### src/hdl/assert_macros.svh
// Assertion macros for the RTL of the Modbus RTU request framer.
// No dependencies; included by the framer core, which carries the concurrent checks.
`ifndef ASSERT_MACROS_SVH
`define ASSERT_MACROS_SVH

// Check a property on every rising clock edge outside reset.
`define MRF_ASSERT(name, prop) \
  name: assert property (@(posedge clk) disable iff (rst) prop) \
    else $error("framer check failed");

// Check a property on every rising clock edge, reset included.
`define MRF_ASSERT_ALWAYS(name, prop) \
  name: assert property (@(posedge clk) prop) \
    else $error("framer check failed");

`endif

### src/hdl/mrf_pkg.sv
// Package for the Modbus RTU request framer: payload structs, frame codes
// and the CRC-16 lookup table. No dependencies.
package mrf_pkg;

  // Operation select and the matching Modbus function codes
  localparam logic       OP_READ_HOLD   = 1'b0;
  localparam logic       OP_WRITE_ONE   = 1'b1;
  localparam logic [7:0] FUNC_READ_HOLD = 8'h03;
  localparam logic [7:0] FUNC_WRITE_ONE = 8'h06;

  // Frame layout
  localparam int unsigned FRAME_LEN = 8;
  localparam int unsigned BODY_LEN  = 6;
  localparam int unsigned IDX_W     = $clog2(FRAME_LEN);

  localparam logic [IDX_W-1:0] BYTE_SLAVE    = IDX_W'(0);
  localparam logic [IDX_W-1:0] BYTE_FUNC     = IDX_W'(1);
  localparam logic [IDX_W-1:0] BYTE_REG_HI   = IDX_W'(2);
  localparam logic [IDX_W-1:0] BYTE_REG_LO   = IDX_W'(3);
  localparam logic [IDX_W-1:0] BYTE_OPD_HI   = IDX_W'(4);
  localparam logic [IDX_W-1:0] BYTE_OPD_LO   = IDX_W'(5);
  localparam logic [IDX_W-1:0] BYTE_CRC_LO   = IDX_W'(6);
  localparam logic [IDX_W-1:0] BYTE_CRC_HI   = IDX_W'(7);
  localparam logic [IDX_W-1:0] BYTE_BODY_END = IDX_W'(BODY_LEN);

  // CRC-16 (reflected 0xA001), preset all ones
  localparam logic [15:0] CRC_PRESET = 16'hFFFF;
  localparam logic [15:0] CRC_POLY   = 16'hA001;

  // One request item
  typedef struct packed {
    logic        op;
    logic [7:0]  slave_address;
    logic [15:0] register_address;
    logic [15:0] operand_word;
  } mrf_req_t;

  // One frame byte
  typedef struct packed {
    logic [7:0] tx_byte;
    logic       last_byte;
  } mrf_byte_t;

  typedef logic [15:0] crc_table_t [256];

  // Byte-wise CRC table, built at elaboration
  function automatic crc_table_t build_crc_table();
    crc_table_t  tab;
    logic [15:0] c;
    for (int i = 0; i < 256; i++) begin
      c = 16'(i);
      for (int b = 0; b < 8; b++) begin
        c = c[0] ? ((c >> 1) ^ CRC_POLY) : (c >> 1);
      end
      tab[i] = c;
    end
    return tab;
  endfunction

  localparam crc_table_t CRC_TABLE = build_crc_table();

endpackage

### src/hdl/mrf_crc_step.sv
// One table-driven Modbus CRC-16 update for a single byte.
// Depends on mrf_pkg for the lookup table.
module mrf_crc_step (
  input  logic [15:0] crc,
  input  logic [7:0]  data,
  output logic [15:0] crc_next
);
  import mrf_pkg::*;

  // Shift out the low byte and fold in the table entry
  assign crc_next = {8'h00, crc[15:8]} ^ CRC_TABLE[crc[7:0] ^ data];

endmodule

### src/hdl/modbus_rtu_request_framer_core.sv
// Top level of the Modbus RTU request framer: request register, byte
// sequencer, CRC accumulation and the result register.
// Depends on mrf_pkg, mrf_crc_step and assert_macros.svh.
`include "assert_macros.svh"

// A request is taken at a rising edge with start high and busy low. Its eight
// frame bytes (slave address, function code, register address hi/lo, operand
// hi/lo, CRC low, CRC high) come out on result, one per cycle on consecutive
// cycles, each marked by strobe for exactly one cycle; the first appears once
// the transfer has passed the active/idx registers and the result register,
// and the eighth carries last_byte. The receiver cannot hold bytes off, so it
// must take one every cycle. Busy drops in the cycle the eighth byte is
// selected, so a new request may be taken then and its frame follows with no
// gap. The CRC is updated one byte per cycle as the body goes out. Reset
// clears the sequencer; no clearing pass is needed.
module modbus_rtu_request_framer_core (
  input  logic              clk,
  input  logic              rst,
  input  logic              start,
  output logic              busy,
  input  mrf_pkg::mrf_req_t request,
  output logic              strobe,
  output mrf_pkg::mrf_byte_t result
);
  import mrf_pkg::*;

  logic             active;
  logic [IDX_W-1:0] idx;
  mrf_req_t         req;
  logic [15:0]      crc;
  logic [15:0]      crc_upd;
  logic [7:0]       cur_byte;
  logic             accept;
  logic             frame_end;

  assign frame_end = active && (idx == BYTE_CRC_HI);
  assign busy      = active && !frame_end;
  assign accept    = start && !busy;

  // Select the frame byte for the current position
  always_comb begin
    case (idx)
      BYTE_SLAVE:  cur_byte = req.slave_address;
      BYTE_FUNC:   cur_byte = (req.op == OP_WRITE_ONE) ? FUNC_WRITE_ONE : FUNC_READ_HOLD;
      BYTE_REG_HI: cur_byte = req.register_address[15:8];
      BYTE_REG_LO: cur_byte = req.register_address[7:0];
      BYTE_OPD_HI: cur_byte = req.operand_word[15:8];
      BYTE_OPD_LO: cur_byte = req.operand_word[7:0];
      BYTE_CRC_LO: cur_byte = crc[7:0];
      BYTE_CRC_HI: cur_byte = crc[15:8];
      default:     cur_byte = 8'h00;
    endcase
  end

  mrf_crc_step u_crc_step (
    .crc      (crc),
    .data     (cur_byte),
    .crc_next (crc_upd)
  );

  // Sequencer control
  always_ff @(posedge clk) begin
    if (rst) begin
      active <= 1'b0;
      idx    <= BYTE_SLAVE;
      strobe <= 1'b0;
    end else begin
      strobe <= active;
      if (accept) begin
        active <= 1'b1;
        idx    <= BYTE_SLAVE;
      end else if (active) begin
        idx <= idx + IDX_W'(1);
        // Frame done with no request waiting: go idle
        if (frame_end) begin
          active <= 1'b0;
        end
      end
    end
  end

  // Request capture, CRC accumulation and result register
  always_ff @(posedge clk) begin
    if (accept) begin
      req <= request;
      crc <= CRC_PRESET;
    end else if (active && (idx < BYTE_BODY_END)) begin
      crc <= crc_upd;
    end
    result.tx_byte   <= cur_byte;
    result.last_byte <= frame_end;
  end

  // A frame end is never followed directly by another frame end
  `MRF_ASSERT(a_last_single, (strobe && result.last_byte) |=> !(strobe && result.last_byte))
  // An accepted request shows its first byte after the sequencer and result registers
  `MRF_ASSERT(a_first_byte, (start && !busy) |=> ##1 (strobe && !result.last_byte))
  // While busy, a byte goes out in the next cycle
  `MRF_ASSERT(a_busy_emits, busy |=> strobe)
  // The last byte closes a run of eight strobes
  `MRF_ASSERT(a_run_len, (strobe && result.last_byte) |-> ($past(strobe, 7) && !$past(result.last_byte, 1)))

endmodule

### config.mk
export PLATFORM = sky130hd
export DESIGN_NAME = modbus_rtu_request_framer_core
export DESIGN_NICKNAME = d
export VERILOG_FILES = /design/src/hdl/mrf_pkg.sv /design/src/hdl/mrf_crc_step.sv /design/src/hdl/modbus_rtu_request_framer_core.sv
export VERILOG_INCLUDE_DIRS = /design/src /design/src/hdl
export SDC_FILE = /design/constraint.sdc
export NUM_CORES = 1
export LEC_CHECK = 0
export BUFFER_PORTS_ARGS = -buffer_cell sky130_fd_sc_hd__buf_4
export CAP_MARGIN = 5
export CORE_UTILIZATION = 35
export DETAILED_ROUTE_END_ITERATION = 8
export GPL_TIMING_DRIVEN = 0
export HOLD_SLACK_MARGIN = 0.02
export PLACE_DENSITY_LB_ADDON = 0.08
export SLEW_MARGIN = 20
export SYNTH_ARGS = -nofsm -noshare
export SYNTH_HDL_FRONTEND = slang
export SYNTH_SLANG_ARGS = --single-unit
### constraint.sdc
create_clock -name clk -period 11 [get_ports clk]
set_input_delay 1.65 -clock clk [delete_from_list [all_inputs] [get_ports clk]]
set_output_delay 1.65 -clock clk [all_outputs]
set_load 0.02 [all_outputs]
After elaboration in Yosys (flattened, before gate mapping)
Memories as Yosys holds them, arrays and structs flattened. Cells that the tools add are included.

Magnitude comparators: 2. Bitwise gates (word level): 3. Equality and inequality tests: 7. Reductions and logical operators: 8. Add/subtract/negate cells: 1. Muxes and demuxes: 7.

Operator list (count): 8-bit one-hot mux with 8 select lines (1); 16-bit 2-to-1 mux (2); 8-bit by 16-bit bitwise XOR with 16-bit output (1); 3-bit equality test (second input constant) (4); 9-bit >= comparator (second input constant) (1); 8-bit inverter with 9-bit output (1); 8-bit bitwise XOR (1); 3-bit by 2-bit equality test with 1-bit output (second input constant) (2); 1-bit logical AND (4); 3-bit by 1-bit adder with 3-bit output (second input constant) (1); 3-bit by 1-bit equality test with 1-bit output (second input constant) (1); 3-bit logical NOT (1); 3-bit less-than comparator (second input constant) (1); 1-bit 2-to-1 mux (3); 3-bit 2-to-1 mux (1); 1-bit logical NOT (2); 2-bit OR reduction (1).

Logic and storage cells: 39. Memories kept: 1. Bits in read-only memories: 4096. Flip-flop bits (word level): 71. Bits of input ports: 44. Output and inout port bits: 11.

Memories: (no name shown) (words 256, width 16, rd ports 1, clocked after Yosys merged registers in 0, write ports 0, line mrf_crc_step.sv:11) `assign crc_next = {8'h00, crc[15:8]} ^ CRC_TABLE[crc[7:0] ^ data];`.

Depth between registers and ports, before layout
Gate-level depths: netlist of the first run.

Word-level depth: 8. Mapped depth: 14. Gate-level depth less buffers: 10.

By module
From an unflattened synthesis of the first run, not the netlist that was laid out.

Cell total of the unflattened synthesis: 235. Area total of the unflattened synthesis: 2922.8 um2.

Modules (own cells, without submodules): modbus_rtu_request_framer_core (times used 1, sequential area each 1831.8 um2, cells an instance 209, area an instance 2671.3 um2); mrf_crc_step (times used 1, sequential area each 0.0 um2, cells an instance 26, area an instance 251.5 um2).

Worst setup path after synthesis of the first run
Ideal clock, no wire load.

Path type: reg2reg. From: register idx[2]. To: register crc[0]. Setup slack: 7.494 ns. Buffers on the path: 4. Stages on the path, launching flop included: 15. Setup time: 0.070 ns. Arrival time: 3.436 ns. Required time: 10.930 ns. Clock period less this slack: 3.506 ns. Path through: dfxtp_1 -> clkbuf_1 -> inv_1 -> ha_1 -> clkbuf_1 -> or4_4 -> buf_6 -> or2_0 -> buf_6 -> a31oi_2 -> xnor2_1 -> xor2_1 -> xor3_2 -> xnor3_1 -> o21ai_1.

Longest elaborated chain between the ends: 8. Elaborated cells on any way between the ends: 22. Those cells by class: order compare (1); eq/ne (7); mux (3); bitwise (3); reduce/logical (7); memory (1).

Ends and longest elaborated chain: start, declared (line modbus_rtu_request_framer_core.sv:28) `logic [IDX_W-1:0] idx;`; start signal, assigned (line modbus_rtu_request_framer_core.sv:73) `idx <= idx + IDX_W'(1);`; 3-bit equality test, or another cell as far along (line modbus_rtu_request_framer_core.sv:42) `case (idx)`; 8-bit one-hot mux with 8 select lines * (line modbus_rtu_request_framer_core.sv:42); net cur_byte[1] (line modbus_rtu_request_framer_core.sv:32) `logic [7:0] cur_byte;`; 8-bit bitwise XOR * (line mrf_crc_step.sv:11); 8-bit inverter with 9-bit output (implied by the code) * (line mrf_crc_step.sv:11); memory read 256 x 16 bit *; 16-bit 2-to-1 mux (implied by the code) * (2 in a row) (line mrf_crc_step.sv:11); 8-bit by 16-bit bitwise XOR with 16-bit output * (line mrf_crc_step.sv:11); end signal, assigned (line modbus_rtu_request_framer_core.sv:88) `crc <= crc_upd;`; end, declared (line modbus_rtu_request_framer_core.sv:30) `logic [15:0] crc;`.

The timed path passes the listed nets; every way through them passes the cells marked *. The select of a mux whose other input is x is not followed. A chain may end at the register's enable or synchronous reset.

Worst setup path after layout of the first run
Ends and elaborated chain as after synthesis.

==> results list, run 1 <==
* Row count: 33
- Height of the die: 93.8 µm
- In this run the critical register-to-register path is launched from idx[2]$_SDFFE_PP0P_.
- The count of buffers added on input and output ports is 54.
* Pin count of the biggest net entering global routing: 35
- The worst hold path terminates at crc[2]$_SDFFE_PP1P_.
- Number of buffers inserted by hold repair at cts: 0
- Clock tree synthesis selected as its root buffer the cell clkbuf_8.
- Post CTS Setup Buffer Count: 0
- A synthesized cell averages 13.0 µm².
* CTS Buffer Depth: 2
* Hold Crit Start: crc[10]$_SDFFE_PP1P_
* Antenna violations before repair: 0
- Total number of nets in the final design: 342
- Clock tree from TritonCTS: built
- Result of the run: finished, final reports clean
- Reg clk slew, reported paths: 0.08 ns
* Fmax: 239 MHz
- Cell area after technology mapping: 2950 µm²
* Wirelength per Cell: 16.6 µm
* First-pass GRT wire length: 10.2 mm
- The H-tree generated during clock tree synthesis spans 3 levels.
* Global routing met2 resource utilization: 24.6%
- Most heavily used metal layer in global routing: met2
- Met3 global-route usage: 3.16%
* Crit path capture type: flip-flop
* Non-filler instance count after layout: 402
- The post-route netlist has 29.3% of its cells at a drive strength greater than 1.
* RD Place Congestion: 0.748
- For the worst-skew pair, the clock arrives at the later sink with an insertion delay of 0.35 ns.
* Count of cells resized by post-cts repair: 0
- The detail route stage leaves a number of antenna-violating nets equal to 0.
- Total number of vias: 1959
* Cells after Synth: 226
- For this run, design rule violations remaining after detail routing come to 0.
* GR Overflow Total: 0
* Final HPWL from detailed placement: 4.64 mm
* Setup violation total in the final timing report: 0
- Arrival time reported for the critical path endpoint: 4.46 ns
- Unrepaired setup endpoints after global routing: false
- In the finished design, the share of the clock period the worst path needs comes to 38.0%.
* Terminus of the critical flop-to-flop path: crc[0]$_SDFFE_PP1P_
* Area of the die: 8790 µm²
- Along the worst path, the maximum fanout reaches 9.
* # IOs: 55
- The max-slew violation total from the final report was 0.
- Min-Delay Path Depth: 2
- Across all register-to-register paths, the minimum setup slack is 6.82 ns.
* R2r worst-path depth: 14
- Clock skew on the completed layout was measured at 0.00502 ns.
- Synthesis produced a netlist with a net count of 276.
- Across the VDD grid, the largest voltage drop is 0.112 mV.
* Initial Utilization: 36.0%
- Period minus WS final: 4.18 ns
- Drt via density: 4.87
- STA classifies the critical path startpoint as a flip-flop.
* Number of global-route vias before repair: 1892
* Slew of the pin with the lowest slew margin: 0.621 ns
- Layout overhead on the synthesized area: 28.0%
- Class of the most critical setup path: reg -> reg
* Total Wirelength: 6.69 mm
- Dominant cell by count in the synthesized netlist: edfxtp_1
* Top-area cell type share of the netlist area: 41.8%
- Measured along the x axis, the die boundary spans 93.8 µm.
- Sink count of the clock tree: 71
* Count of state elements after synthesis: 71
- Across the run, the number of max-cap violations was 0.
- STA puts the critical path data required time at 11.28 ns.
- Leakage power of the design: 1.47 nW
- Adding up every negative setup slack in the final design gives 0 ns.
- Number of synthesis warnings: 0
- After floorplanning, the core was sized to cover 8180 µm².
- Top cells by area in the synthesized netlist: edfxtp_1 42%, dfxtp_1 20%, xnor2_1 4.5%
- In this run, CTS created clock tree buffers numbering 9.
- Remaining max-slew budget at the tightest pin: 58.6%
- Post-synth EDFFs: 41
- Count of endpoints failing hold in the final timing report: 0
- 0 antenna diodes ended up in the layout.
* Global routing met1 resource utilization: 22.5%
- Sequential cell area fraction in the yosys report: 62.2%
- Including well taps, the total number of placed cells is 386.
* First-pass iteration count of the detailed router: 4
* Commonest cells in the synthesized netlist: 41 x edfxtp_1, 30 x dfxtp_1, 27 x nand2_1
* Iteration-0 DRC Markers: 90
- The synthesized design spends more area on one cell type than any other, namely edfxtp_1.
- In this run the worst hold path is classified as reg -> reg.
- Prevailing post-synth register cell: edfxtp_1
* Power density cells: 215 nW/µm²
- Synthesis instantiated 39 different standard cells from the library.
- All-layer global routing usage: 16.3%
- For this run, asynchronously set or reset flops after synthesis account for 0%.
## worst max-delay path by stage
stage	from	depth (start not counted)	endpoint	slack, ns
CTS	idx[2]$_SDFFE_PP0P_	14	crc[0]$_SDFFE_PP1P_	6.81
finish	idx[2]$_SDFFE_PP0P_	14	crc[0]$_SDFFE_PP1P_	6.82
detailed placement	idx[2]$_SDFFE_PP0P_	14	crc[0]$_SDFFE_PP1P_	6.81
global route	idx[2]$_SDFFE_PP0P_	14	crc[0]$_SDFFE_PP1P_	6.67
floorplan	idx[2]$_SDFFE_PP0P_	14	crc[0]$_SDFFE_PP1P_	7.49
global placement	idx[2]$_SDFFE_PP0P_	14	crc[0]$_SDFFE_PP1P_	6.86
## flip-flops by register name (all words and copies together), names as in the netlist
signal  count
idx         3
active      1
result      9
req        41
crc        16
strobe      1
## per-stage QoR
step	total power [mW]	util (%)	cell area (µm²)	hold WS [ns]	setup WS, ns
after floorplan	0.485	-	2950	0.462	7.49
after global placement	0.537	42.6	3480	0.492	6.86
after detailed placement	0.539	42.9	3500	0.495	6.81
after CTS	0.819	46.1	3770	0.506	6.81
after global routing	0.848	46.1	3770	0.520	6.67
final	0.811	46.1	3770	0.505	6.82
## cell type report
| type | instances | area, µm² |
|---|---|---|
| fill | 773 | 4400 |
| sequential | 71 | 1830 |
| clock buffer | 10 | 138 |
| buffer | 14 | 76.3 |
| tap | 105 | 131 |
| inverter | 5 | 18.8 |
| timing repair buffer | 55 | 425 |
| multi-input combinational | 136 | 1020 |
| clock inverter | 6 | 131 |
## per-layer routing
layer / wire, µm / share of wire, % / vias up
met5: 0 / 0 / -
met2: 3000 / 45 / 51
li1: - / - / 965
met3: 263 / 3.9 / 11
met4: 131 / 2.0 / 0
met1: 3300 / 49 / 932
## cells in the final DEF (no fill, tap or decap), types with 2 or more instances in the layout
| cell | instances |
|---|---|
| o21ai_1 | 3 |
| and2_1 | 3 |
| mux2_2 | 3 |
| bufinv_16 | 4 |
| o21ai_0 | 3 |
| edfxtp_1 | 41 |
| xnor2_1 | 15 |
| a21oi_1 | 3 |
| clkbuf_1 | 10 |
| nor2_1 | 6 |
| a31oi_2 | 3 |
| a221oi_1 | 6 |
| a22o_1 | 10 |
| a31oi_4 | 2 |
| nor3_1 | 7 |
| xor2_1 | 4 |
| a222oi_1 | 3 |
| buf_6 | 3 |
| nor2b_1 | 2 |
| buf_4 | 54 |
| inv_1 | 4 |
| o211ai_1 | 7 |
| ha_1 | 6 |
| nand2_1 | 27 |
| nand3_1 | 8 |
| a31oi_1 | 2 |
| dfxtp_1 | 30 |
| clkbuf_8 | 10 |
## worst max-delay path, cell delays in order, from the launching register on
cell and delay, ns:
dfxtp_1 0.33, clkbuf_1 0.33, inv_1 0.21, ha_1 0.24, clkbuf_1 0.26, or4_4 0.48, buf_6 0.15, or2_0 0.21
buf_6 0.16, a31oi_2 0.24, xnor2_1 0.21, xor2_1 0.27, xor3_2 0.54, xnor3_1 0.35, o21ai_1 0.12
## cell families after synthesis
logic type               share of synthesized area, %
AO/OA/AOI/OAI                                    13.4
XOR/XNOR                                         7.81
adder cells (fa/ha/maj)                          2.55
buffers and inverters                            3.23
flip-flops                                       62.2
multiplexers                                     1.87
AND/OR/NAND/NOR                                  8.96
## report_power, final
group          internal [mW]  leakage, nW  switching, mW
clock                  0.179        0.130          0.100
sequential             0.313        0.641         0.0237
combinational          0.105        0.698         0.0901
total                  0.597         1.47          0.214
No activity file was read; power rests on OpenSTA's default activity.
==> run 2, diff against run 1 <==
- clock period: 11 -> 3.49 ns (I/O delays scaled with it)
==> run 2 against run 1 <==
Cell count is 2.0% higher. Die area stayed put. Sequential power grew to 3.2 times the previous value. Count of clock-buffer cells in the layout stayed put. Critical path depth is 3 lower.
==> results list, run 2 (same netlist as run 1, synthesis figures left out) <==
- All-layer global routing usage: 16.3% (-0.070 points)
* Library cell used as clock root buffer: clkbuf_8
- The total count of hold-check failures in the final report was 0 (unchanged).
* Sink count of the clock tree: 71 (unchanged)
- The H-tree level count is 3 (unchanged).
- The number of nets at the end of the flow came to 350 (+2.3%).
* Initial Utilization: 36.0% (unchanged)
- # IOs: 55 (unchanged)
- The area of combinational cells with multiple inputs is 1100 µm² (+7.9%).
* CTS Buffer Depth: 2 (unchanged)
- In the layout the commonest cells are 65 x buf_4, 41 x edfxtp_1, 27 x nand2_1, 27 x dfxtp_1, 11 x xnor2_1.
- The maximum number of pins on one net before global-route repair came to 29 (-17%).
* Worst-case setup margin in the final layout: 0.0806 ns (-6.74 ns)
- Height of the die: 93.8 µm (unchanged)
- The transition at the pin with the smallest max-transition slack came to 0.645 ns (+0.0244 ns).
- Number of global-route vias before repair: 1904 (+0.63%)
- Port buffer count: 54 (unchanged)
- Leakage power of the design: 1.52 nW (+3.4%)
* Final HPWL from detailed placement: 4.61 mm (-0.54%)
* Remaining max-slew budget at the tightest pin: 57.0% (-1.6 points)
* Switching power share of the total: 27.6% (+1.2 points)
- The endpoint arrival time on the critical path came to 3.68 ns (-0.78 ns).
* Total Wirelength: 6.68 mm (-0.18%)
- Sequential group share of total power: 42.6% (+1.1 points)
- The proportion of layout cells with a drive suffix above 1 was 36.1% (+6.8 points).
- The internal power was 1.81 mW (+200%).
* Flip-flop count of the largest register, all copies and words added: 41 (unchanged)
* GR Overflow Total: 0 (unchanged)
* Most common cell after layout, fill and taps aside: buf_4
- Type of the most critical hold path: in -> reg
- The die outline width was 93.8 µm (unchanged).
- TritonCTS built the clock tree.
- Row count: 33 (unchanged)
* Proportion of power drawn by the clock network: 28.8% (-5.6 points)
* Overall power consumption: 2.50 mW (+210%)
- Total number of vias: 1969 (+0.51%)
- Largest register by flop count: req
* Highest fanout seen on the critical path: 8 (-1)
- The routed length per instance is 16.3 µm (-2.1%).
* Sort of element at the start of the critical path: flip-flop
- The number of buffers created by CTS was 9 (unchanged).
* Ant diodes: 0 (unchanged)
- The clock latency of the later-clocked register in the worst-skew pair is 0.34 ns (about the same).
* Result of the run: finished, final reports clean
* Fin. max-slew vios: 0 (unchanged)
- The global placer's final weighted congestion came to 0.749 (about the same).
* Maxcap violations: 0 (unchanged)
- The DRC marker count from the first detailed-route iteration was 90 (unchanged).
- Crit path capture type: flip-flop
- The worst-case clock skew came to 0.0121 ns (+0.00710 ns).
- The iteration count of the initial detailed-routing pass came to 4 (unchanged).
* Layout overhead on the synthesized area: 32.0%
- The final period utilization was 97.7% (+60 points).
* Net load switching power: 0.692 mW (+220%)
- The total power divided by cell area is 644 nW/µm² (+200%).
- The portion of total power attributed to combinational logic came to 28.6% (+4.6 points).
- DR DRC count: 0 (unchanged)
- The register area was 1840 µm² (+0.48%).
- Reg clk slew, reported paths: 0.08 ns (about the same)
* Largest registers: req x41, crc x16, result x9
- The worst path required time is 3.76 ns (-7.52 ns).
* Pre-CTS setup slack: -0.465 ns (-7.28 ns)
* Post-route antenna net violation count: 0 (unchanged)
* Class of the most critical setup path: reg -> reg
- Filler Cells Inserted: 745 (-3.6%)
- Drt via density: 4.80 (-1.5%)
- Period minus WS final: 3.41 ns (-0.773 ns)
- The placeable core region was 8180 µm² (unchanged).
- Setup violation total in the final timing report: 0 (unchanged)
- The worst vdd rail ir drop came to 0.243 mV (+120%).
- Area of the die: 8790 µm² (unchanged)
* Fmax: 293 MHz (+23%)
- Antenna violations before repair: 0 (unchanged)
- First-pass GRT wire length: 10.4 mm (+2.1%)
-- run 2: cell count changes in the layout (fill, tap and decap cells not counted), sizes merged --
cell	delta
buf	+10
bufinv	-2
clkbuf	-2
clkinv	+1
clkinvlp	+2
inv	-1
-- run 2: power by group through the flow --
stage | clock network, mW | logic (mW) | registers, mW
floorplan | 0 | 0.458 | 1.07
global placement | 0 | 0.611 | 1.08
detailed placement | 0 | 0.618 | 1.08
CTS | 0.739 | 0.674 | 1.06
global route | 0.777 | 0.770 | 1.08
finish | 0.722 | 0.715 | 1.07
-- run 2: repair_timing --
action	4_1_cts	5_1_grt
buffers inserted	2	8
gates resized for setup	7	18
gates cloned	0	0
setup endpoints to repair	3	3
hold buffers	0	0
pin swaps	3	4
-- run 2: cell type report --
class / count / area share (%)
Buffer: 12 / 1.87
Clock buffer: 10 / 3.54
Clock inverter: 6 / 2.16
Inverter: 5 / 0.579
Multi-Input combinational cell: 136 / 28.3
Sequential cell: 71 / 47.3
Tap cell: 105 / 3.38
Timing Repair Buffer: 65 / 12.9
-- run 2: per-stage QoR --
| step | std cells | setup TNS (ns) | instance area, µm² | utilization (%) | hold WS [ns] |
|---|---|---|---|---|---|
| detailed placement | 386 | -1.05 | 3500 | 42.9 | 0.493 |
| floorplan | 226 | 0 | 2950 | - | 0.462 |
| finish | 410 | 0 | 3890 | 47.6 | 0.358 |
| global route | 410 | -0.119 | 3890 | 47.6 | 0.333 |
| global placement | 385 | -1.07 | 3480 | 42.6 | 0.491 |
| CTS | 403 | 0 | 3780 | 46.2 | 0.344 |
-- run 2: worst paths after layout --
kind	startpoint	to	slack, ns	cells after the start
setup / recovery	idx[0]$_SDFFE_PP0P_	crc[0]$_SDFFE_PP1P_	0.08	11
hold / removal	request[24]	req[24]$_DFFE_PP_	0.36	1
setup reg to reg	idx[0]$_SDFFE_PP0P_	crc[0]$_SDFFE_PP1P_	0.08	11
hold reg to reg	crc[11]$_SDFFE_PP1P_	crc[3]$_SDFFE_PP1P_	0.49	2
-- run 2: critical path, cell delays in order (launching register included) --
cell and delay [ns]:
dfxtp_4 0.36, ha_2 0.20, ha_2 0.19, or4_4 0.61, or2_0 0.24, buf_6 0.15
a31oi_4 0.23, xnor2_2 0.16, xor2_1 0.24, xor3_2 0.50, xnor3_1 0.33, o21ai_1 0.11
-- run 2: metal layers --
layer	track usage (%)	vias to the layer above	wire length (µm)
met5	0	-	0
met4	5.77	0	100
met3	3.40	10	291
met2	23.7	51	3010
met1	23.7	923	3280
li1	-	985	-
==> run 3, diff against run 2 <==
==> constraint.sdc (replaced) <==
create_clock -name clk -period 2.9 [get_ports clk]
set_input_delay 0.435 -clock clk [delete_from_list [all_inputs] [get_ports clk]]
set_output_delay 0.435 -clock clk [all_outputs]
set_load 0.01 [all_outputs]
==> run 3 against run 2 <==
The flow now finishes with violations (negative setup slack). First-iteration DRC count shrank 24%. Largest power group unchanged. Largest cell class unchanged. Critical endpoint unchanged. Sequential power is 20% higher. Global-route usage grew 0.69 points. Critical path depth grew 1. Via count is 3.5% higher.
==> results list, run 3 (same netlist as run 1, synthesis figures left out) <==
- The residual overflow from global routing is 0 (unchanged).
- The area growth from synthesis to layout is 36.5%.
- Fmax: 321 MHz (+9.6%)
- Violated checks: negative setup slack
* Worst voltage drop across the vdd grid: 0.251 mV (+3.2%)
- Result of the run: complete, but fails checks
- The via count of the first global-routing pass came to 1998 (+4.9%).
- The leakage power figure came to 1.59 nW (+4.3%).
* Total Wirelength: 6.88 mm (+2.9%)
* Initial Utilization: 36.0% (unchanged)
* Period minus WS final: 3.11 ns (-0.297 ns)
* Type of the most critical hold path: in -> reg
* Sort of element at the start of the critical path: flip-flop
* Reg clk slew, reported paths: 0.08 ns (about the same)
* Crit path capture type: flip-flop
* First-pass iteration count of the detailed router: 4 (unchanged)
* Class of the most critical setup path: reg -> reg
* All-layer global routing usage: 16.9% (+0.69 points)
* Std-Cell Core Area: 8180 µm² (unchanged)
* Overall power consumption: 2.82 mW (+13%)
- The number of nets at the end of the flow is 357 (+2.0%).
- The global placer's final weighted congestion came to 0.737 (-1.6%).
- Area of the die: 8790 µm² (unchanged)
* Clock buffer count from CTS: 9 (unchanged)
- The final core area utilization is 49.2% (+1.6 points).
- The final instance count without filler cells came to 417 (+1.7%).
- Ant diodes: 0 (unchanged)
- The number of antenna violations at the first check in global routing came to 0 (unchanged).
- Setup repair after global routing could not meet its margin everywhere.
- The H-tree level count was 3 (unchanged).
- Worst-case setup margin in the final layout: -0.212 ns (-0.293 ns)
- Power density cells: 701 nW/µm² (+8.8%)
- Remaining max-slew budget at the tightest pin: 61.5% (+4.5 points)
- Largest register by flop count: req
* Iteration-0 DRC Markers: 68 (-24%)
- Final HPWL from detailed placement: 4.62 mm (+0.18%)
- Most common cell after layout, fill and taps aside: buf_4
- The top fanout value on the critical path came to 7 (-1).
- The number of I/O pins came to 55 (unchanged).
- Clock tree from TritonCTS: built
* Top library cells by usage in the layout, fill and taps aside: 72 x buf_4, 41 x edfxtp_1, 27 x nand2_1, 27 x dfxtp_1
- The routed length per instance came to 16.5 µm (+1.2%).
* Pin count of the biggest net entering global routing: 31 (+6.9%)
- Maxcap violations: 0 (unchanged)
- Library cell used as clock root buffer: clkbuf_8
- The total count of hold-check failures in the final report came to 0 (unchanged).
* Filler Cells Inserted: 756 (+1.5%)
- Fin. max-slew vios: 0 (unchanged)
- The transition at the pin with the smallest max-transition slack came to 0.578 ns (-0.0675 ns).
* Port buffer count: 54 (unchanged)
* Row count: 33 (unchanged)
- The number of buffers on the longest clock path was 2 (unchanged).
- The number of clock sinks is 71 (unchanged).
- The number of nets still failing antenna checks after routing is 0 (unchanged).
- Arrival time reported for the critical path endpoint: 3.34 ns (-0.34 ns)
- Setup violation total in the final timing report: 3 (+3)
* Largest registers: req x41, crc x16, result x9
- Share of cells above drive strength 1: 42.6% (+6.6 points)
* Die boundary width: 93.8 µm (unchanged)
- The die height is 93.8 µm (unchanged).
- Drt via density: 4.89 (+1.8%)
* Largest clock skew in the final design: 0.00914 ns (-0.00297 ns)
* Placed Instances: 386 (unchanged)
* DR DRC count: 0 (unchanged)
- The hold buffer count at cts was 0 (unchanged).
- The worst path required time came to 3.12 ns (-0.64 ns).
* Portion of the clock cycle consumed by the worst path in the final layout: 107% (+9.6 points)
- Flip-flop count of the largest register, all copies and words added: 41 (unchanged)
- Fin Hold WS: 0.249 ns (-0.109 ns)
* Latest clock arrival within the worst-skew pair: 0.36 ns (+0.02 ns)
- The overall via count from detail_route is 2038 (+3.5%).
* First-pass GRT wire length: 10.7 mm (+2.6%)
## run 3: path summary, 6_finish.rpt
path,from,to,slack [ns],cells after the start
hold / removal,request[22],req[22]$_DFFE_PP_,0.25,1
setup / recovery,idx[1]$_SDFFE_PP0P_,crc[0]$_SDFFE_PP1P_,-0.21,12
setup reg to reg,idx[1]$_SDFFE_PP0P_,crc[0]$_SDFFE_PP1P_,-0.21,12
hold reg to reg,req[39]$_DFFE_PP_,result[8]$_DFF_P_,0.51,1
## run 3: final cells by class
cell class	instances	area [µm²]	area share, %
flip-flops and latches	71	1840	45.8
inverters	5	23.8	0.591
clock inverters	6	45.0	1.12
clock buffers	10	128	3.17
multi-input cells	136	1220	30.5
well taps	105	131	3.27
plain buffers	10	57.6	1.43
repair buffers	74	572	14.2
## run 3: worst max-delay path: stages (launching register included)
cell,delay (ns)
dfxtp_4,0.39
ha_4,0.18
ha_4,0.15
or4_4,0.48
or2_1,0.25
buf_6,0.14
buf_6,0.12
a31oi_4,0.19
xnor2_4,0.16
xnor2_2,0.15
xor3_2,0.50
xnor3_1,0.22
o21ai_1,0.06
## run 3: stage by stage
stage,worst slack [ns],cell area (µm²),TNS (ns)
2_1_floorplan,-0.205,3020,-0.524
3_3_place_gp,-0.459,3560,-21.31
3_5_place_dp,-0.481,3580,-1.65
4_1_cts,-0.255,3880,-0.679
5_1_grt,-0.301,4020,-0.823
6_report,-0.212,4020,-0.545
## run 3: layer usage
layer | GRT usage, % | routed length (µm) | up-vias
li1 | - | - | 997
met1 | 21.6 | 3160 | 996
met2 | 27.8 | 3390 | 36
met3 | 5.10 | 247 | 9
met4 | 4.62 | 82 | 0
met5 | 0 | 0 | -
## run 3: power by group
part,internal (mW),leakage (nW),switching (mW),total (mW)
registers,1.19,0.643,0.0965,1.28
clock network,0.314,0.0793,0.393,0.708
logic,0.469,0.863,0.359,0.828
total,1.97,1.59,0.849,2.82
## run 3: timing repair
action | 4_1_cts | 5_1_grt
buffers inserted | 11 | 8
gates resized for setup | 14 | 18
setup endpoints to repair | 6 | 4
pin swaps | 8 | 10
